$ cat src/hw/rtl/ffcr_pkg.sv
// Shared constants, types and command classification for the frame receiver.
package ffcr_pkg;

    localparam logic [7:0] FRAME_HEADER   = 8'h55;
    localparam logic [7:0] FRAME_TAIL     = 8'hdd;
    localparam logic [7:0] CMD_TASK_STATE = 8'haa;
    localparam logic [7:0] CMD_PEER_SPEED = 8'hbb;
    localparam logic [7:0] CMD_STOP       = 8'hcc;
    localparam logic [7:0] CMD_TASK_LOW   = 8'h01;
    localparam logic [7:0] CMD_TASK_HIGH  = 8'h06;

    typedef enum logic [2:0] {
        KIND_TASK_STATE = 3'd0,
        KIND_PEER_SPEED = 3'd1,
        KIND_STOP       = 3'd2,
        KIND_SET_TASK   = 3'd3,
        KIND_UNKNOWN    = 3'd4
    } frame_kind_t;

    typedef struct packed {
        frame_kind_t kind;
        logic [7:0]  command_byte;
        logic [7:0]  payload_byte;
    } frame_result_t;

    function automatic frame_kind_t classify(input logic [7:0] cmd);
        frame_kind_t kind;
        if (cmd == CMD_TASK_STATE)
        begin
            kind = KIND_TASK_STATE;
        end
        else if (cmd == CMD_PEER_SPEED)
        begin
            kind = KIND_PEER_SPEED;
        end
        else if (cmd == CMD_STOP)
        begin
            kind = KIND_STOP;
        end
        else if (cmd >= CMD_TASK_LOW && cmd <= CMD_TASK_HIGH)
        begin
            kind = KIND_SET_TASK;
        end
        else
        begin
            kind = KIND_UNKNOWN;
        end
        return kind;
    endfunction

endpackage

$ cat src/hw/rtl/ffcr_in_stage.sv
// Input register: captures one received byte per transfer.
module ffcr_in_stage (
    input  logic       clk,
    input  logic       rst_n,
    input  logic       in_valid,
    output logic       in_ready,
    input  logic [7:0] in_byte,
    input  logic       advance,
    output logic       byte_valid,
    output logic [7:0] byte_data
);

    logic       valid_reg;
    logic       valid_next;
    logic [7:0] byte_reg;

    assign in_ready   = !valid_reg || advance;
    assign valid_next = in_valid ? 1'b1 : (advance ? 1'b0 : valid_reg);

    always_ff @(posedge clk or negedge rst_n)
    begin
        if (!rst_n)
        begin
            valid_reg <= 1'b0;
        end
        else
        begin
            valid_reg <= in_ready ? valid_next : valid_reg;
        end
    end

    always_ff @(posedge clk)
    begin
        if (in_valid && in_ready)
        begin
            byte_reg <= in_byte;
        end
    end

    assign byte_valid = valid_reg;
    assign byte_data  = byte_reg;

endmodule

$ cat src/hw/rtl/ffcr_parser.sv
// Frame position tracker, held bytes and result decode.
module ffcr_parser (
    input  logic                   clk,
    input  logic                   rst_n,
    input  logic                   byte_valid,
    input  logic [7:0]             byte_data,
    input  logic                   advance,
    output logic                   res_valid,
    output ffcr_pkg::frame_result_t res
);

    typedef enum logic [3:0] {
        ST_HEADER  = 4'b0001,
        ST_COMMAND = 4'b0010,
        ST_PAYLOAD = 4'b0100,
        ST_TAIL    = 4'b1000
    } pos_t;

    pos_t       pos_reg;
    pos_t       pos_next;
    logic [7:0] command_reg;
    logic [7:0] payload_reg;

    always_comb
    begin
        case (pos_reg)
            ST_HEADER:  pos_next = (byte_data == ffcr_pkg::FRAME_HEADER) ? ST_COMMAND
                                                                         : ST_HEADER;
            ST_COMMAND: pos_next = ST_PAYLOAD;
            ST_PAYLOAD: pos_next = ST_TAIL;
            ST_TAIL:    pos_next = ST_HEADER;
            default:    pos_next = ST_HEADER;
        endcase
    end

    always_ff @(posedge clk or negedge rst_n)
    begin
        if (!rst_n)
        begin
            pos_reg     <= ST_HEADER;
            command_reg <= 8'h00;
            payload_reg <= 8'h00;
        end
        else if (advance)
        begin
            pos_reg <= pos_next;
            if (pos_reg == ST_COMMAND)
            begin
                command_reg <= byte_data;
            end
            if (pos_reg == ST_PAYLOAD)
            begin
                payload_reg <= byte_data;
            end
        end
    end

    // bad tail drops the frame; the tail byte is not retried as a header
    assign res_valid = byte_valid && (pos_reg == ST_TAIL)
                       && (byte_data == ffcr_pkg::FRAME_TAIL);

    assign res.kind         = ffcr_pkg::classify(command_reg);
    assign res.command_byte = command_reg;
    assign res.payload_byte = payload_reg;

endmodule

$ cat src/hw/rtl/ffcr_out_reg.sv
// Result register on the master side.
module ffcr_out_reg (
    input  logic                    clk,
    input  logic                    rst_n,
    input  logic                    load,
    input  ffcr_pkg::frame_result_t res,
    output logic                    out_valid,
    input  logic                    out_ready,
    output ffcr_pkg::frame_result_t out_res
);

    logic                    valid_reg;
    logic                    valid_next;
    ffcr_pkg::frame_result_t res_reg;

    assign valid_next = load ? 1'b1 : (out_ready ? 1'b0 : valid_reg);

    always_ff @(posedge clk or negedge rst_n)
    begin
        if (!rst_n)
        begin
            valid_reg <= 1'b0;
        end
        else
        begin
            valid_reg <= valid_next;
        end
    end

    always_ff @(posedge clk)
    begin
        if (load)
        begin
            res_reg <= res;
        end
    end

    assign out_valid = valid_reg;
    assign out_res   = res_reg;

endmodule

$ cat src/hw/rtl/fixed_frame_command_receiver_top.sv
// Fixed-length command frame receiver: top level.
//
// Takes received serial bytes, one per transfer on the slave stream, and
// assembles 4-byte frames: header 0x55, command, payload, tail 0xdd. While
// hunting for a header every other byte is dropped. Inside a frame the
// command and payload are taken unchecked (a 0x55 there is just data). A
// frame whose fourth byte is not 0xdd is discarded whole and the hunt for
// a header starts with the next byte. Each good frame yields one transfer
// on the master stream: tuser carries the command class (0 task state,
// 1 peer speed, 2 stop, 3 set task and speed for 0x01..0x06,
// 4 unrecognised), tdata carries the command and payload bytes.
// Rate: one byte per cycle, save for the stall below. A byte is held in
// the input register; a result is loaded into the result register on
// the master side when its tail byte leaves the input register. The
// input side keeps taking bytes while a result waits, and only stalls when
// a second good frame completes while the result register is still full.
module fixed_frame_command_receiver_top (
    input  logic        clk,
    input  logic        rst_n,
    input  logic        s_axis_tvalid,
    output logic        s_axis_tready,
    input  logic [7:0]  s_axis_tdata,   // [7:0] rx_byte
    output logic        m_axis_tvalid,
    input  logic        m_axis_tready,
    output logic [15:0] m_axis_tdata,   // [7:0] command_byte, [15:8] payload_byte
    output logic [2:0]  m_axis_tuser    // [2:0] frame_kind
);

    logic                    byte_valid;
    logic [7:0]              byte_data;
    logic                    advance;
    logic                    res_valid;
    ffcr_pkg::frame_result_t res;
    ffcr_pkg::frame_result_t out_res;

    // The registered byte moves on unless it completes a frame while the
    // result register is full and not being drained.
    assign advance = byte_valid && (!res_valid || !m_axis_tvalid || m_axis_tready);

    ffcr_in_stage u_in_stage (
        .clk        (clk),
        .rst_n      (rst_n),
        .in_valid   (s_axis_tvalid),
        .in_ready   (s_axis_tready),
        .in_byte    (s_axis_tdata),
        .advance    (advance),
        .byte_valid (byte_valid),
        .byte_data  (byte_data)
    );

    ffcr_parser u_parser (
        .clk        (clk),
        .rst_n      (rst_n),
        .byte_valid (byte_valid),
        .byte_data  (byte_data),
        .advance    (advance),
        .res_valid  (res_valid),
        .res        (res)
    );

    ffcr_out_reg u_out_reg (
        .clk       (clk),
        .rst_n     (rst_n),
        .load      (advance && res_valid),
        .res       (res),
        .out_valid (m_axis_tvalid),
        .out_ready (m_axis_tready),
        .out_res   (out_res)
    );

    assign m_axis_tdata = {out_res.payload_byte, out_res.command_byte};
    assign m_axis_tuser = out_res.kind;

endmodule

$ cat config.mk
export PLATFORM = sky130hd
export DESIGN_NAME = fixed_frame_command_receiver_top
export DESIGN_NICKNAME = d
export VERILOG_FILES = /design/src/hw/rtl/ffcr_pkg.sv /design/src/hw/rtl/ffcr_in_stage.sv /design/src/hw/rtl/ffcr_parser.sv /design/src/hw/rtl/ffcr_out_reg.sv /design/src/hw/rtl/fixed_frame_command_receiver_top.sv
export SDC_FILE = /design/constraint.sdc
export NUM_CORES = 1
export LEC_CHECK = 0
export BUFFER_PORTS_ARGS = -buffer_cell sky130_fd_sc_hd__clkbuf_2
export CORE_ASPECT_RATIO = 0.6
export CORE_MARGIN = 2
export CORE_UTILIZATION = 49
export DETAILED_ROUTE_END_ITERATION = 7
export PLACE_DENSITY = 0.82
export SLEW_MARGIN = 20
export SYNTH_ARGS = -nofsm -noshare
export SYNTH_HDL_FRONTEND = slang
export SYNTH_SLANG_ARGS = --single-unit
$ cat constraint.sdc
create_clock -name clk -period 2.09 [get_ports clk]
set_input_delay 0.1045 -clock clk [delete_from_list [all_inputs] [get_ports clk]]
set_output_delay 0.1045 -clock clk [all_outputs]
set_load 0.05 [all_outputs]
; ---- After elaboration in Yosys (flattened, before gate mapping)
; Index checks and enable logic that the tools add are counted.
; W data, S select, Z words.
[classes]
n_reduce_logical = 19
magnitude_cmp = 2
n_mux = 9
eq_ne = 9
[op_table]
columns = op, count
row1 = $eq A8 B8 Y1 const B, 4
row2 = $pmux W4 S3, 1
row3 = $eq A8 B7 Y1 const B, 1
row4 = $ge A8 B1 Y1 const B, 1
row5 = $le A8 B3 Y1 const B, 1
row6 = $logic_and A1 B1 Y1, 6
row7 = $reduce_and A2 Y1, 3
row8 = $mux W1, 5
row9 = $eq A4 B1 Y1 const B, 1
row10 = $eq A4 B2 Y1 const B, 1
row11 = $eq A4 B3 Y1 const B, 1
row12 = $eq A4 B4 Y1 const B, 1
row13 = $mux W2, 2
row14 = $reduce_bool A2 Y1, 2
row15 = $logic_not A1 Y1, 3
row16 = $logic_or A1 B1 Y1, 3
row17 = $mux W3, 1
row18 = $reduce_or A3 Y1, 1
row19 = $reduce_or A2 Y1, 1
[totals]
output_inout_bits = 21
in_bits = 12
wordCells = 50
reg_bits = 49

; ---- Longest topological paths before layout
; Gate-level depths: netlist of run 1.
[depth]
depth_word = 9
mapped_depth = 4
mapped_depth_nobuf = 4

; ---- Cells and area by module
; From an unflattened synthesis of run 1, not the netlist that was laid out.
[unflattened]
cells_unflattened = 108
hier_area_um2 = 1846.8
[modules_own_cells]
columns = mod, seq_area_each_um2, cells_per_inst, instances, area_per_inst_um2
row1 = ffcr_parser, 501.7, 70, 1, 913.4
row2 = ffcr_out_reg, 595.6, 22, 1, 606.8
row3 = ffcr_in_stage, 265.3, 12, 1, 294.0
row4 = fixed_frame_command_receiver_top, 0.0, 4, 1, 32.5

; ---- Least setup slack after synthesis of run 1
; OpenSTA, ideal clock, no wires.
[synth_timing]
path_kind = reg2reg
startpoint = register u_parser.pos_reg[1]
endpoint = register u_out_reg.res_reg, in the netlist u_out_reg.out_res[0], enable pin
stages_incl_launch_ff = 4
synth_period_minus_slack_ns = 2.153
path_buffers = 0
required_time_ns = 1.713
slack_ns = -0.063
arrival_ns = 1.775
setup_time_ns = 0.377
cell_sequence = dfrtp_1 -> or3b_4 -> nor4_4 -> and3_1
[synth_between]
elab_chain_len = 8
[synth_rtl]
columns = item, line_no
row1 = start: declaration, ffcr_parser.sv:19  ; pos_t pos_reg;
row2 = start signal: assignment, ffcr_parser.sv:46  ; pos_reg <= pos_next;
row3 = $eq A4 B4 Y1 (*), ffcr_parser.sv:59  ; assign res_valid = byte_valid && (pos_reg == ST_TAIL)
row4 = $logic_and A1 B1 Y1 (*), ffcr_parser.sv:59
row5 = $logic_and A1 B1 Y1 (*), ffcr_parser.sv:60  ; && (byte_data == ffcr_pkg::FRAME_TAIL);
row6 = $logic_not A1 Y1, fixed_frame_command_receiver_top.sv:38  ; assign advance = byte_valid && (!res_valid || !m_axis_tvalid || m_axis_tready);
row7 = $logic_or A1 B1 Y1 (2 in series), fixed_frame_command_receiver_top.sv:38
row8 = $logic_and A1 B1 Y1, fixed_frame_command_receiver_top.sv:38
row9 = $logic_and A1 B1 Y1 (*), fixed_frame_command_receiver_top.sv:64  ; .load (advance && res_valid),
row10 = net u_out_reg.load, ffcr_out_reg.sv:5  ; input logic load,
row11 = end signal: assignment, ffcr_out_reg.sv:34  ; res_reg <= res;
row12 = end: declaration, ffcr_out_reg.sv:14  ; ffcr_pkg::frame_result_t res_reg;
; Mark *: on every way through the listed nets, which the timed path passes. The rest lies on a longest branch.
; A chain may end at the register's enable or synchronous reset.

; ---- Final worst setup path of run 1
[layout_timing]
startpoint = register u_parser.pos_reg[1]
endpoint = output port s_axis_tready
[layout_between]
elab_chain_len = 8
[layout_rtl]
columns = item, line_no
row1 = $eq A4 B4 Y1, ffcr_parser.sv:59
row2 = $logic_and A1 B1 Y1, ffcr_parser.sv:59
row3 = $logic_and A1 B1 Y1, ffcr_parser.sv:60
row4 = $logic_not A1 Y1, fixed_frame_command_receiver_top.sv:38
row5 = $logic_or A1 B1 Y1 (2 in series), fixed_frame_command_receiver_top.sv:38
row6 = $logic_and A1 B1 Y1, fixed_frame_command_receiver_top.sv:38
row7 = $logic_or A1 B1 Y1, ffcr_in_stage.sv:17  ; assign in_ready = !valid_reg || advance;
row8 = end: declaration, fixed_frame_command_receiver_top.sv:21  ; output logic s_axis_tready,
; No other way between the ends.

==> results.md, run 1 <==
* Setup TNS at 0 ps
* #FFs+latches synth at 49
* Clock slew at reported path FFs at 80 ps
* Vias per cell at 5.372
* Top delay family on crit path: simple AND/OR/NAND/NOR gates
* IO Pins at 33
* Slowest CP cell: or3b_4
* Post-route clock period utilization at 94.03%
* Arrival time at the worst endpoint at 1860 ps
* IR drop worst, VDD at 0.3980 mV
* Net count after synthesis at 121
* Clock Path Buffers at 2
* RSZ-0062 raised after global routing: false
* Final Skew at 7.073 ps
* Clk root buf: clkbuf_8
* MaxCap Viol Count at 0
* Synth Area per Inst at 17.02 µm²
* Synthesis Warnings at 0
* Mapped Area at 0.001856 mm²
* Sequential power share at 61.2%
* CP Data Required Time at 1990 ps
* Final setup viols at 0
* Worst-Skew Late Latency at 300 ps
* Grt ovf at 0
* Initial antenna violation count at 0
* Switching Share at 20.14%
* Slowest stage delay, CP at 420 ps
* Iter 0 DRT Violations at 70
* Register area share after synthesis at 73.43%
* Routed via count at 1112
* Type of the worst setup path: flip-flop to output port
* Final hold violations at 0
* Crit-path cells: or3b_4 -> nor4_4 -> nand3_4 -> clkbuf_2
* CP endpoint kind: output port
* Fraction of layout cells with a size suffix above 1 at 42.50%
* Cts repair resizes at 0
* Post-synth cell types at 31
* Tightest Pin Transition at 647.9 ps
* Leading cell type in the layout, fill and taps excluded: clkbuf_2
* Global-route usage over all layers at 17.70%
* Final HPWL DP at 2454 µm
* Area grow syn2layout at 24.41%
* PortBufs at 32
* Fmax at 0.5089 GHz
* Die Area at 0.004311 mm²
* Vias in the first global route at 1140
* Fin. max-slew vios at 0
* Global-route wire length before repair at 5671 µm
* Most frequent cells in the layout: clkbuf_2 (32), edfxtp_1 (27), dfrtp_1 (21)
* 1st-pass router iterations at 4
* Clock Sinks at 49
* Filler instances at 282
* H-tree depth reported by CTS at 2
* Syn Inst Count at 109
* Drt total wl at 3418 µm
* # DRC at 0
* Comb pwr share at 2.8%
* Cell-internal power at 0.001366 W
* Detailed-route wire length per cell at 16.51 µm
* Num rows at 17
* Core ar. at 0.003659 mm²
* ANT nets after route at 0
* Inserted Diodes at 0
* Tmin final at 1965 ps
* Die height at 51.67 µm
* Register area at 0.001363 mm²
* Final #Nets at 171
* Buf/Inv on CP at 1
* Pin count of the biggest net entering global routing at 23
* Worst slew margin at 56.48%
* Number of flip-flops in the largest register at 19
* CTS Buf Count at 5
* Postcts setup bufs at 0
* CP Launch Type: flip-flop
* Gp weighted congestion at 0.8386
* Pwr dens at 741.0 mW/mm²
* Critical path peak fanout at 4
* Clock power frac at 36.0%
* Status: complete, no violations
* WHS at 20.61 ps
* Initial Util at 50.72%
* Die X at 83.45 µm
* Area of the multi-input gates at 494.2 µm²
* LEAKAGE at 1.003 nW
* Hold Path Class: input pin to flip-flop
* P_sw at 0.0003445 W
* CTS tree: done
==> worst reg2reg max path: cells and delay by family, from the launching register on <==
kind | cells | cell delay, ps
and+or+nand+nor | 3 | 1090
DFF | 1 | 390
buffers and inverters | 1 | 170
==> final timing paths <==
| kind | endpoint | cells past startpoint | from | slack, ps |
|---|---|---|---|---|
| hold reg to reg | u_out_reg.out_res[6] | 0 | u_parser.payload_reg[6] | 460 |
| max in group asynchronous | u_parser.command_reg[5] | 2 | rst_n | 1400 |
| min in group asynchronous | u_parser.command_reg[1] | 2 | rst_n | 320 |
| setup / recovery | s_axis_tready | 4 | u_parser.pos_reg[1] | 120 |
| setup reg to reg | u_out_reg.out_res[11] | 4 | u_parser.pos_reg[1] | 160 |
| hold / removal | u_in_stage.byte_valid | 2 | s_axis_tvalid | 20 |
==> final cells by class <==
type                            count  share of cell area, %
Clock buffer                        6                  4.065
Clock inverter                      2                 0.5962
Inverter                            2                 0.3252
Tap cell                           47                  2.547
Sequential cell                    49                  59.02
Multi-Input combinational cell     58                  21.41
Timing Repair Buffer               43                  12.03
==> per-layer routing <==
| layer | GRT usage, % | vias to the layer above | wire (µm) |
|---|---|---|---|
| met2 | 28.36 | 40 | 1572 |
| met5 | 0 | - | 0 |
| met4 | 4.032 | 0 | 11 |
| li1 | - | 513 | - |
| met1 | 24.07 | 557 | 1593 |
| met3 | 5.873 | 2 | 240 |
==> Yosys cell counts, drive strengths merged <==
library cell	n	share of area (%)
o221a	1	0.61
a211oi	1	0.40
or3	1	0.34
xnor2	2	0.94
or2	2	0.67
nor4	3	2.6
edfxtp	27	44
nor2	2	0.40
dfstp	1	1.4
or4	1	0.40
a41oi	1	0.47
nand2b	3	1.0
and2	1	0.34
nor2b	1	0.34
nand2	4	0.81
nand4b	2	0.94
inv	2	0.40
a21oi	4	1.1
nand3	3	1.1
dfrtp	21	28
nor4bb	1	0.54
a21o	2	0.81
or3b	1	0.61
a21bo	1	0.54
mux2	16	9.7
and3	1	0.34
nor3	2	0.54
nand4	1	0.34
o21ai	1	0.27
==> per-stage QoR <==
| step | area, µm² | std cells | power (W) | util, % | setup slack [ps] |
|---|---|---|---|---|---|
| 2_1_floorplan | 1864 | 109 | 0.001073 | - | 62.23 |
| 3_5_place_dp | 2111 | 190 | 0.001103 | 57.69 | 130.3 |
| 3_3_place_gp | 2111 | 190 | 0.001099 | 57.69 | 174.8 |
| 4_1_cts | 2308 | 207 | 0.001720 | 63.10 | 68.69 |
| 6_report | 2308 | 207 | 0.001711 | 63.10 | 124.9 |
| 5_1_grt | 2308 | 207 | 0.001774 | 63.10 | 17.02 |
==> power groups by stage <==
stage / clock (W) / combinational [W] / sequential, W
after floorplan: 0 / 0.0000143 / 0.00106
after global placement: 0 / 0.0000341 / 0.00107
after detailed placement: 0 / 0.0000361 / 0.00107
after CTS: 0.000625 / 0.0000491 / 0.00105
after global routing: 0.000673 / 0.0000529 / 0.00105
final: 0.000617 / 0.0000479 / 0.00105
==> timing repair <==
item                                    CTS  global route
hold buffers                              9             0
endpoints found under the setup margin    0             1
hold endpoints to repair                 29             0
==> kinds of logic (layout without fill, tap and decap cells) <==
kind of cell,after synthesis,after routing,share of synthesized area [%]
compound gates,11,11,4.180
xor+xnor,2,2,0.9442
buf+inv,2,53,0.4047
flops,49,49,73.43
mux,16,16,9.710
simple gates,29,29,11.33
(Power assumes the default switching activity.)
==> run 2, diff against run 1 <==
- ABC_AREA: not set -> 1
==> results.md, run 2 <==
* End of the worst hold path: u_out_reg.out_valid
* WHS at 91.19 ps
* Post-Place Setup Slack at 305.5 ps
* Arrival time at the worst endpoint at 1810 ps
* Post-synthesis simple-gate area fraction at 25.82%
* Most frequent cells in the layout: nand2_1 (60), clkbuf_2 (32), edfxtp_1 (27)
* 1st-pass router iterations at 7
* R2R Path End: u_out_reg.out_res[2]
* Non-filler cells, final at 279
* Grt met1 use at 26.99%
* R2R depth at 6
* Detailed-route wire length per cell at 13.29 µm
* Area grow syn2layout at 21.26%
* Number of flip-flops in the largest register at 19
* Post-synthesis mux area share at 0%
* Clock slew at reported path FFs at 90 ps
* Final #Nets at 243
* Post-synth cell types at 18
* Worst hold start: m_axis_tready
* P_sw at 0.0004201 W
* Global route hottest layer: met2
* Pin count of the biggest net entering global routing at 23
* IR drop worst, VDD at 0.5325 mV
* Top cells by count, synth: nand2_1 (60), edfxtp_1 (27), dfrtp_1 (21), nand4_1 (21)
* Type of the worst setup path: flip-flop to flip-flop
* Status: complete, no violations
* Global-route usage over all layers at 19.56%
* Clk root buf: clkbuf_8
* Cell-internal power at 0.001325 W
* CP endpoint kind: flip-flop
* Synth Area in Compound Gates at 0.7614%
* Sequential power share at 61.3%
* Die Area at 0.004564 mm²
* Setup TNS at 0 ps
* RSZ-0062 raised after global routing: false
* Setup slack after layout at 291.8 ps
* M2 GR Usage at 28.42%
* Gp weighted congestion at 0.8886
* EDFF count, synth at 27
* Iter 0 DRT Violations at 120
* Fraction of layout cells with a size suffix above 1 at 21.55%
* Final hold violations at 0
* Initial antenna violation count at 0
* Worst reg2reg path startpoint: u_in_stage.byte_data[1]
* CTS Buf Count at 5
* ANT nets after route at 0
* Worst slew margin at 63.17%
* Clock power frac at 33.8%
* Drt total wl at 3707 µm
* Critical path peak fanout at 19
* Most used DFF post-synth: edfxtp_1
* Clock Sinks at 49
* H-tree depth reported by CTS at 2
* Fin. max-slew vios at 0
* Mapped Area at 0.001972 mm²
* Vias in the first global route at 1364
* Post-route clock period utilization at 86.04%
* Leading cell type in the layout, fill and taps excluded: nand2_1
* Synth area leaders: edfxtp_1 (41%), dfrtp_1 (27%), nand2_1 (11%)
* Synthesis Warnings at 0
* Synth Area in Adders at 0%
* Hold Path Class: input pin to flip-flop
* # DRC at 0
* Pwr dens at 729.9 mW/mm²
* Vias per cell at 5.147
* Switching Share at 24.07%
* Synth top area share at 41.12%
* Count leader, synth: nand2_1
* Hold Path Depth at 4
* Fmax at 0.5561 GHz
* Grt ovf at 0
* CP Data Required Time at 2100 ps
* Cts hold-fix bufs at 10
* Tot Pwr at 0.001745 W
* Post-synth ARST share at 44.90%
* Die height at 53.14 µm
* Grt met3 use at 5.772%
* Net count after synthesis at 194
* DP Cell Count at 261
* Worst-Skew Late Latency at 320 ps
* Synth Area per Inst at 10.83 µm²
* Filler instances at 301
* Cts repair resizes at 0
* #FFs+latches synth at 49
* Postcts setup bufs at 0
* Inserted Diodes at 0
* Clock Path Buffers at 2
* Tightest Pin Transition at 552.4 ps
* Comb pwr share at 4.9%
* Initial Util at 52.38%
* Reg-to-reg slack, setup at 290 ps
* Synth Area in XOR/XNOR at 0%
* PortBufs at 32
* Routed via count at 1436
* Tmin final at 1798 ps
* LEAKAGE at 1.136 nW
* Core ar. at 0.003765 mm²
* CP Launch Type: flip-flop
* Largest area contributor in the netlist: edfxtp_1
* CTS tree: done
* Die X at 85.90 µm
* Global-route wire length before repair at 6382 µm
* IO Pins at 33
* Final Skew at 9.167 ps
* Final HPWL DP at 2615 µm
* Main combinational cell family by area after synthesis: simple AND/OR/NAND/NOR gates
* Final setup viols at 0
* Num rows at 17
* Syn Inst Count at 182
* MaxCap Viol Count at 0
* Register area share after synthesis at 69.10%
## run 2: critical path, stage by stage (launching register included)
cell	delay [ps]
edfxtp_1	430
nor2_1	170
nand2_1	90
nor3_1	330
nand3_1	150
inv_1	80
buf_4	250
## run 2: final cells by class
class / instances / area [µm²] / area share, %
flip-flops and latches: 49 / 1363 / 56.99
clock inverters: 3 / 26.28 / 1.099
repair buffers: 46 / 290.3 / 12.14
inverters: 16 / 60.06 / 2.512
well taps: 47 / 58.81 / 2.459
clock buffers: 5 / 68.82 / 2.878
multi-input cells: 113 / 524.3 / 21.93
## run 2: power groups by stage
stage	Combinational, W	Sequential (W)	Clock (W)
after floorplan	0.0000427	0.00108	0
after global placement	0.0000697	0.00109	0
after detailed placement	0.0000720	0.00109	0
after CTS	0.0000861	0.00107	0.000596
after global routing	0.0000986	0.00107	0.000640
final	0.0000856	0.00107	0.000590
## run 2: metrics by stage
stage               util (%)  area [µm²]
floorplan                  -        1972
global placement       58.33        2196
detailed placement     58.33        2196
CTS                    63.51        2391
global route           63.51        2391
finish                 63.51        2391
## run 2: how the worst max path moves through the flow
stage,cells after the start,to,from,slack [ps]
2_1_floorplan,6,u_out_reg.out_res[0],u_out_reg.out_valid,240
3_3_place_gp,6,u_out_reg.out_res[6],u_in_stage.byte_data[1],410
3_5_place_dp,6,u_out_reg.out_res[2],u_in_stage.byte_data[1],310
4_1_cts,6,u_out_reg.out_res[2],u_in_stage.byte_data[1],290
5_1_grt,6,u_out_reg.out_res[14],u_in_stage.byte_data[1],140
6_report,6,u_out_reg.out_res[2],u_in_stage.byte_data[1],290
## run 2: cell families (layout without fill, tap and decap cells)
family                 count (synthesis)  count (layout)
AO/OA/AOI/OAI                          3               3
buffers and inverters                 20              70
flip-flops                            49              49
AND/OR/NAND/NOR                      110             110
## run 2: routing by layer
| layer | up-vias | part of all wire (%) |
|---|---|---|
| met5 | - | 0 |
| met4 | 0 | 1.5 |
| met3 | 7 | 6.5 |
| met2 | 48 | 42 |
| met1 | 663 | 50 |
| li1 | 718 | - |
==> run 3, diff against run 2 <==
--- a/constraint.sdc
+++ b/constraint.sdc
@@ -3,2 +3,2 @@
 set_output_delay 0.1045 -clock clk [all_outputs]
-set_load 0.05 [all_outputs]
+set_load 0.1 [all_outputs]
==> results.md, run 3 (synthesized netlist as in run 2, its figures left out) <==
* H-tree depth reported by CTS at 2
* PortBufs at 32
* Post-Place Setup Slack at 325.1 ps
* Routed via count at 1413
* Leading cell type in the layout, fill and taps excluded: nand2_1
* Clk root buf: clkbuf_8
* Tightest Pin Transition at 550.6 ps
* CP Launch Type: flip-flop
* Setup TNS at 0 ps
* Final hold violations at 0
* Tmin final at 1896 ps
* IO Pins at 33
* Setup slack after layout at 193.7 ps
* Arrival time at the worst endpoint at 1790 ps
* Area of the multi-input gates at 524.3 µm²
* Clock slew at reported path FFs at 90 ps
* Initial antenna violation count at 0
* IR drop worst, VDD at 0.5590 mV
* Final HPWL DP at 2639 µm
* Critical path peak fanout at 3
* Pwr dens at 764.7 mW/mm²
* Global-route wire length before repair at 6189 µm
* Non-Filler Cell Area, Final at 0.002400 mm²
* Drt total wl at 3691 µm
* CTS tree: done
* Iter 0 DRT Violations at 136
* 1st-pass router iterations at 6
* Fraction of layout cells with a size suffix above 1 at 22.08%
* # DRC at 0
* RSZ-0062 raised after global routing: false
* Die X at 85.90 µm
* Detailed-route wire length per cell at 13.28 µm
* Clock Path Buffers at 2
* Vias in the first global route at 1311
* Final core utilization at 63.74%
* Post-route clock period utilization at 90.73%
* Gp weighted congestion at 0.8767
* Hold Path Class: input pin to flip-flop
* Initial Util at 52.38%
* CP endpoint kind: output port
* Final setup viols at 0
* Placement Cell Area at 0.002197 mm²
* Register area at 0.001364 mm²
* Die Area at 0.004564 mm²
* CP Data Required Time at 1990 ps
* Worst-Skew Late Latency at 310 ps
* Filler instances at 296
* Worst slew margin at 63.29%
* Vias per cell at 5.083
* Pin count of the biggest net entering global routing at 23
* MaxCap Viol Count at 0
* Final Skew at 18.02 ps
* ANT nets after route at 0
* Most frequent cells in the layout: nand2_1 (60), clkbuf_2 (32), edfxtp_1 (27)
* Fmax at 0.5273 GHz
* Num rows at 17
* Number of flip-flops in the largest register at 19
* Fin. max-slew vios at 0
* Area grow syn2layout at 21.70%
* LEAKAGE at 1.147 nW
* Die height at 53.14 µm
* Global-route usage over all layers at 18.27%
* Tot Pwr at 0.001835 W
* Grt ovf at 0
* Status: complete, no violations
* CTS Buf Count at 5
* Type of the worst setup path: flip-flop to output port
* Clock Sinks at 49
* Final #Nets at 242
* Inserted Diodes at 0
* Core ar. at 0.003765 mm²
-- run 3: area by class of cell --
cell class	instances	area share [%]
Multi-Input combinational cell	113	21.85
Sequential cell	49	56.83
Timing Repair Buffer	45	11.68
Clock buffer	5	2.868
Clock inverter	3	1.825
Tap cell	47	2.450
Inverter	16	2.503
-- run 3: layer usage --
metal | wire length, µm | global-route usage (%)
met5 | 0 | 0
met4 | 0 | 3.968
met3 | 197 | 5.772
met2 | 1629 | 25.97
met1 | 1864 | 27.36
-- run 3: worst paths after layout --
path | start | to | slack [ps] | cells past startpoint
min in group asynchronous | rst_n | u_parser.command_reg[2] | 310 | 2
worst max register to register | u_in_stage.byte_data[5] | u_out_reg.out_res[4] | 300 | 6
max in group asynchronous | rst_n | u_out_reg.out_valid | 1370 | 2
worst max-delay path | u_in_stage.byte_data[5] | s_axis_tready | 190 | 5
worst min-delay path | s_axis_tvalid | u_in_stage.byte_valid | 9 | 3
worst min register to register | u_parser.payload_reg[0] | u_out_reg.out_res[0] | 460 | 0
-- run 3: worst max-delay path, cell delays in order (launching register included) --
cell      delay [ps]
edfxtp_1         430
nor2_1           150
nand2_1           90
nor3_1           330
nand2_1          110
clkbuf_2         390
-- run 3: where the power goes --
part / internal (W) / switching, W / total [W]
registers: 0.00104 / 0.0000249 / 0.00107
logic: 0.0000368 / 0.0000469 / 0.0000837
clock network: 0.000359 / 0.000324 / 0.000683
total: 0.00144 / 0.000396 / 0.00184
-- run 3: per-stage QoR --
| stage | std cells | hold slack [ps] |
|---|---|---|
| floorplan | 182 | -191.1 |
| global placement | 261 | 115.9 |
| detailed placement | 261 | 127.0 |
| CTS | 278 | 6.340 |
| global route | 278 | 17.84 |
| finish | 278 | 9.217 |
-- run 3: repair_timing --
| action | CTS | global route |
|---|---|---|
| buffers inserted | 0 | 0 |
| gates resized for setup | 0 | 0 |
| hold endpoints to repair | 29 | 0 |
| hold buffers | 9 | 0 |
